--- src/rtl/u8u16_pkg.sv ---
// Shared types and constants for the UTF-8 to UTF-16BE transcoder.
package u8u16_pkg;

    localparam logic [2:0] ERR_NONE      = 3'd0;
    localparam logic [2:0] ERR_BAD_LEAD  = 3'd1;
    localparam logic [2:0] ERR_BAD_CONT  = 3'd2;
    localparam logic [2:0] ERR_SURROGATE = 3'd3;
    localparam logic [2:0] ERR_RANGE     = 3'd4;

    localparam logic [20:0] CP_MAX      = 21'h10FFFF;
    localparam logic [20:0] CP_BMP_MAX  = 21'h00FFFF;
    localparam logic [20:0] CP_SUPP_OFS = 21'h010000;
    localparam logic [20:0] CP_SUR_LO   = 21'h00D800;
    localparam logic [20:0] CP_SUR_HI   = 21'h00DFFF;
    localparam logic [5:0]  HI_SUR_TAG  = 6'b110110;
    localparam logic [5:0]  LO_SUR_TAG  = 6'b110111;

    typedef struct packed {
        logic [1:0]  pending;
        logic [20:0] accum;
        logic        discarding;
    } dec_state_t;

    // Up to four result beats produced by one input byte; bytes[0] goes first.
    typedef struct packed {
        logic [3:0][7:0] bytes;
        logic [2:0]      count;
        logic            byte_valid;
        logic            string_done;
        logic [2:0]      error_code;
    } burst_t;

endpackage

--- src/rtl/utf8_to_utf16be_transcoder.sv ---
// UTF-8 to UTF-16BE transcoder: decode state, burst register and beat serialiser.
// Latency: the first result beat is presented the cycle after its input beat is taken.
// Throughput: one result beat per cycle while m_ready is high; an input byte yields 0, 1, 2 or 4
// result beats, so ASCII input, two beats per byte, is limited by the single byte-wide result port.
// A new input beat is taken in the cycle the last result beat of the previous one leaves.
// Reset (aresetn low, synchronous) clears the decode state and empties the burst register.
module utf8_to_utf16be_transcoder
    import u8u16_pkg::*;
(
    input  logic       aclk,
    input  logic       aresetn,
    input  logic       s_valid,
    output logic       s_ready,
    input  logic [7:0] s_data_byte,
    output logic       m_valid,
    input  logic       m_ready,
    output logic [7:0] m_out_byte,
    output logic       m_byte_valid,
    output logic       m_string_done,
    output logic [2:0] m_error_code,
    output logic       m_run_last
);

    // Decode state: pending continuation count, partial code point, discard flag.
    dec_state_t state_reg;
    dec_state_t state_next;

    // Burst register holds the result beats of one input byte while they drain.
    burst_t     burst_reg;
    burst_t     burst_next;
    logic       busy_reg;
    logic [1:0] idx_reg;

    logic       s_fire;
    logic       m_fire;
    logic       last_beat;

    u8u16_decode u_decode (
        .data_byte  (s_data_byte),
        .state_cur  (state_reg),
        .state_next (state_next),
        .burst      (burst_next)
    );

    // Last beat of the burst: index one below the beat count.
    assign last_beat = ({1'b0, idx_reg} + 3'd1) == burst_reg.count;

    assign m_valid = busy_reg;
    assign m_fire  = m_valid && m_ready;
    // Take the next byte when empty, or as the final beat of the burst leaves.
    assign s_ready = !busy_reg || (m_ready && last_beat);
    assign s_fire  = s_valid && s_ready;

    assign m_out_byte    = burst_reg.bytes[idx_reg];
    assign m_byte_valid  = burst_reg.byte_valid;
    assign m_string_done = burst_reg.string_done;
    assign m_error_code  = burst_reg.error_code;
    assign m_run_last    = last_beat;

    always_ff @(posedge aclk) begin
        if (!aresetn) begin
            state_reg <= '0;
            busy_reg  <= 1'b0;
            idx_reg   <= 2'd0;
        end else begin
            if (s_fire) begin
                state_reg <= state_next;
            end
            // A new burst takes over as the old one's last beat leaves.
            // Lead bytes, non-final continuation bytes and dropped bytes leave no beats behind.
            if (s_fire && burst_next.count != 3'd0) begin
                busy_reg <= 1'b1;
                idx_reg  <= 2'd0;
            end else if (m_fire) begin
                if (last_beat) begin
                    busy_reg <= 1'b0;
                end else begin
                    idx_reg <= idx_reg + 2'd1;
                end
            end
        end
    end

    // Payload only; loaded with each new burst.
    always_ff @(posedge aclk) begin
        if (s_fire && burst_next.count != 3'd0) begin
            burst_reg <= burst_next;
        end
    end

`ifndef SYNTHESIS
    a_busy_has_beats: assert property (@(posedge aclk) disable iff (!aresetn)
        busy_reg |-> (burst_reg.count != 3'd0))
        else $error("burst register busy with no beats");

    a_drain_empties: assert property (@(posedge aclk) disable iff (!aresetn)
        (m_fire && last_beat && !s_fire) |=> !m_valid)
        else $error("result channel still valid after last beat left");

    a_status_single: assert property (@(posedge aclk) disable iff (!aresetn)
        (m_valid && !m_byte_valid) |-> m_run_last)
        else $error("status beat not alone in its burst");

    a_error_no_data: assert property (@(posedge aclk) disable iff (!aresetn)
        (m_valid && m_error_code != ERR_NONE) |-> !m_byte_valid)
        else $error("error beat carries data");

    a_discard_idle: assert property (@(posedge aclk) disable iff (!aresetn)
        state_reg.discarding |-> (state_reg.pending == 2'd0))
        else $error("sequence still open while discarding");
`endif

endmodule

--- src/rtl/u8u16_decode.sv ---
// Combinational UTF-8 sequence decoder and UTF-16BE burst builder.
module u8u16_decode
    import u8u16_pkg::*;
(
    input  logic [7:0] data_byte,
    input  dec_state_t state_cur,
    output dec_state_t state_next,
    output burst_t     burst
);

    logic        do_emit;
    logic        do_fail;
    logic [2:0]  fail_code;
    logic [20:0] cp;
    logic [20:0] acc_shift;
    logic [20:0] cp_ofs;
    logic [15:0] hi_sur;
    logic [15:0] lo_sur;

    assign acc_shift = {state_cur.accum[14:0], data_byte[5:0]};
    assign cp_ofs    = cp - CP_SUPP_OFS;
    assign hi_sur    = {HI_SUR_TAG, cp_ofs[19:10]};
    assign lo_sur    = {LO_SUR_TAG, cp_ofs[9:0]};

    always_comb begin
        state_next = state_cur;
        burst      = '0;
        do_emit    = 1'b0;
        do_fail    = 1'b0;
        fail_code  = ERR_NONE;
        cp         = '0;

        if (data_byte == 8'h00) begin
            state_next        = '0;
            burst.count       = 3'd1;
            burst.string_done = 1'b1;
            burst.error_code  = (!state_cur.discarding && state_cur.pending != 2'd0)
                                ? ERR_BAD_CONT : ERR_NONE;
        end else if (state_cur.discarding) begin
            state_next = state_cur;
        end else if (state_cur.pending == 2'd0) begin
            if (data_byte[7] == 1'b0) begin
                do_emit = 1'b1;
                cp      = {13'd0, data_byte};
            end else if (data_byte[7:5] == 3'b110) begin
                state_next.accum   = {16'd0, data_byte[4:0]};
                state_next.pending = 2'd1;
            end else if (data_byte[7:4] == 4'b1110) begin
                state_next.accum   = {17'd0, data_byte[3:0]};
                state_next.pending = 2'd2;
            end else if (data_byte[7:3] == 5'b11110) begin
                state_next.accum   = {18'd0, data_byte[2:0]};
                state_next.pending = 2'd3;
            end else begin
                do_fail   = 1'b1;
                fail_code = ERR_BAD_LEAD;
            end
        end else begin
            if (data_byte[7:6] != 2'b10) begin
                do_fail   = 1'b1;
                fail_code = ERR_BAD_CONT;
            end else if (state_cur.pending == 2'd1) begin
                do_emit            = 1'b1;
                cp                 = acc_shift;
                state_next.accum   = '0;
                state_next.pending = 2'd0;
            end else begin
                state_next.accum   = acc_shift;
                state_next.pending = state_cur.pending - 2'd1;
            end
        end

        if (do_emit) begin
            if (cp <= CP_BMP_MAX) begin
                if (cp >= CP_SUR_LO && cp <= CP_SUR_HI) begin
                    do_fail   = 1'b1;
                    fail_code = ERR_SURROGATE;
                end else begin
                    burst.count      = 3'd2;
                    burst.byte_valid = 1'b1;
                    burst.bytes[0]   = cp[15:8];
                    burst.bytes[1]   = cp[7:0];
                end
            end else if (cp > CP_MAX) begin
                do_fail   = 1'b1;
                fail_code = ERR_RANGE;
            end else begin
                burst.count      = 3'd4;
                burst.byte_valid = 1'b1;
                burst.bytes[0]   = hi_sur[15:8];
                burst.bytes[1]   = hi_sur[7:0];
                burst.bytes[2]   = lo_sur[15:8];
                burst.bytes[3]   = lo_sur[7:0];
            end
        end

        if (do_fail) begin
            state_next            = '0;
            state_next.discarding = 1'b1;
            burst                 = '0;
            burst.count           = 3'd1;
            burst.error_code      = fail_code;
        end
    end

endmodule

--- config.mk ---
export PLATFORM = sky130hd
export DESIGN_NAME = utf8_to_utf16be_transcoder
export DESIGN_NICKNAME = d
export VERILOG_FILES = /design/src/rtl/u8u16_pkg.sv /design/src/rtl/utf8_to_utf16be_transcoder.sv /design/src/rtl/u8u16_decode.sv
export SDC_FILE = /design/constraint.sdc
export NUM_CORES = 1
export LEC_CHECK = 0
export BUFFER_PORTS_ARGS = -buffer_cell sky130_fd_sc_hd__buf_2
export CAP_MARGIN = 20
export CORE_MARGIN = 1
export CORE_UTILIZATION = 25
export CTS_BUF_LIST = sky130_fd_sc_hd__clkbuf_4
export DETAILED_ROUTE_END_ITERATION = 7
export SYNTH_ARGS = -nofsm -noshare
export SYNTH_HDL_FRONTEND = slang
export SYNTH_HIERARCHICAL = 1
export SYNTH_SLANG_ARGS = --single-unit
--- constraint.sdc ---
create_clock -name aclk -period 6.2 [get_ports aclk]
set_input_delay 0 -clock aclk [delete_from_list [all_inputs] [get_ports aclk]]
set_output_delay 0 -clock aclk [all_outputs]
set_load 0.02 [all_outputs]
==> impl_metrics.toml <==
[timing]
fin_crit_sh_pct = 80.0
slew-limit-headroom_pct = 51.4
finalHoldViolations = 0
finalWorstPathRequiredPeriod_ps = 4960
maxSlewViolCount = 0
rsz0062_at_grt = "false"
tns_ps = 0
fin_skew_ps = 12.0
setup_viol = 0
fmax_mhz = 202
worst_pin_slew_ps = 729

[detailed_routing]
drt_iter0_drc = 342
vias = 2866
drc_errors = 0
ant_nets = 0
vias_per_cell = 5.11
wl_per_cell_um = 15.3
drtPass1Iterations = 5
routed_wl_um = 8610

[cts]
cts_resized = 0
clk_pin_slew_ps = 110
postCtsSetupRepairBufs = 0
clock_path_buffers = 2
cts_tree = "done"
cts.sinks = 61
insertion_delay_ps = 420
htreeDepth = 3
clockRootBuffer = "clkbuf_4"
cts_made_buffers = 9

[setup_path]
path_class = "flop to flop"
cp_max_fo = 37
startpoint_type = "flop"
crit_path_end_kind = "flop"
arrival_ps = 5030
crit_required_ps = 6270

[power_and_ir_drop]
cellLeakagePower_nw = 1.48
vdd_drop_max_v = 0.0000649
powerDensity_mw_per_mm2 = 234
finalPower_uw = 936

[place]
place_congestion = 0.888
place_area_sq_mm = 0.00381
port_buffers = 27
dp.cells = 539
dp_hpwl_um = 6040

[synthesis]
synth_area_sq_mm = 0.00367
syn_area_per_cell_sq_um = 9.99
syn_nets = 384
yosys_warnings = 6
synth_cells = 367

[floorplan]
dieArea_sq_mm = 0.0152
core_area_sq_mm = 0.0141
rows = 43
start_util_pct = 26.0
die-height_um = 123
boundaryPins = 28
die_w_um = 123

[layout]
finish.net_count = 393
finalNonFillerCells = 561
final_util_pct = 28.4
n_antenna_cell = 0
area_delta_synth_final_pct = 9.18
drive_above_1_share_pct = 15.2
largest_reg_flops = 35
design_area_sq_mm = 0.00400

[grt]
first_global_vias = 2778
grt.overflow.total = 0
grtUsageTotal_pct = 12.4
antenna_found_initial = 0
grt_max_degree = 39
grt_pass1_wl_um = 14400

[min_path]
min_path_type = "primary input to flop"

[run_status]
status = "completed"

[run]
cap_viol_max_count = 0
-- stage by stage --
step	setup slack, ps	hold WS, ps
2_1_floorplan	691	198
3_3_place_gp	1440	396
3_5_place_dp	1290	396
4_1_cts	1250	2.34
5_1_grt	870	37.2
6_report	1240	24.9
-- area by class of cell --
class | instances | area (sq um)
Clock inverter | 7 | 66.3
Inverter | 7 | 26.3
Sequential cell | 61 | 1620
Tap cell | 180 | 225
Multi-Input combinational cell | 262 | 1790
Fill cell | 1469 | 10100
Clock buffer | 9 | 67.6
Timing Repair Buffer | 35 | 210
-- worst paths after layout --
kind | startpoint | end | slack, ps | cells past startpoint
worst max-delay path | state_reg[22] | burst_reg[33] | 1240 | 14
worst min-delay path | s_data_byte[6] | state_reg[22] | 20 | 5
worst max register to register | state_reg[22] | burst_reg[33] | 1240 | 14
worst min register to register | state_reg[23] | state_reg[23] | 490 | 2
-- power breakdown --
part	internal [mW]	switching, mW	leakage (nW)	total [mW]
Clock	0.121	0.154	0.0771	0.275
Combinational	0.0580	0.115	0.848	0.173
Sequential	0.472	0.0171	0.558	0.489
-- per-layer routing --
metal | vias up | GRT usage [%] | wire length, um
li1 | 1388 | - | -
met1 | 1371 | 15.0 | 3800
met2 | 94 | 21.0 | 4160
met3 | 13 | 3.46 | 531
met4 | 0 | 4.37 | 111
met5 | - | 0 | 0
-- worst max-delay path: stages (launching register included) --
cell	delay (ps)
dfxtp_1	360
inv_1	110
ha_1	490
and4bb_2	340
and2_1	390
nand2_1	220
ha_1	180
nand4_1	100
or4_1	420
or4b_4	550
a22oi_4	250
a2111o_2	410
nor3_1	160
nor2_4	180
buf_4	430
-- layout by cell type, fill, tap and decap left out, types with 9 or more instances in the layout --
| master | instances |
|---|---|
| a22oi_1 | 15 |
| and2_1 | 13 |
| nand3_1 | 42 |
| buf_2 | 27 |
| a21oi_1 | 9 |
| edfxtp_1 | 40 |
| nand2_1 | 42 |
| nor2_1 | 29 |
| clkbuf_4 | 9 |
| dfxtp_1 | 21 |
-- repair_timing --
item | 4_1_cts | 5_1_grt
endpoints found under the setup margin | 0 | 0
endpoints found under the hold margin | 8 | 0
hold buffers | 6 | 0
(Power assumes the default switching activity.)
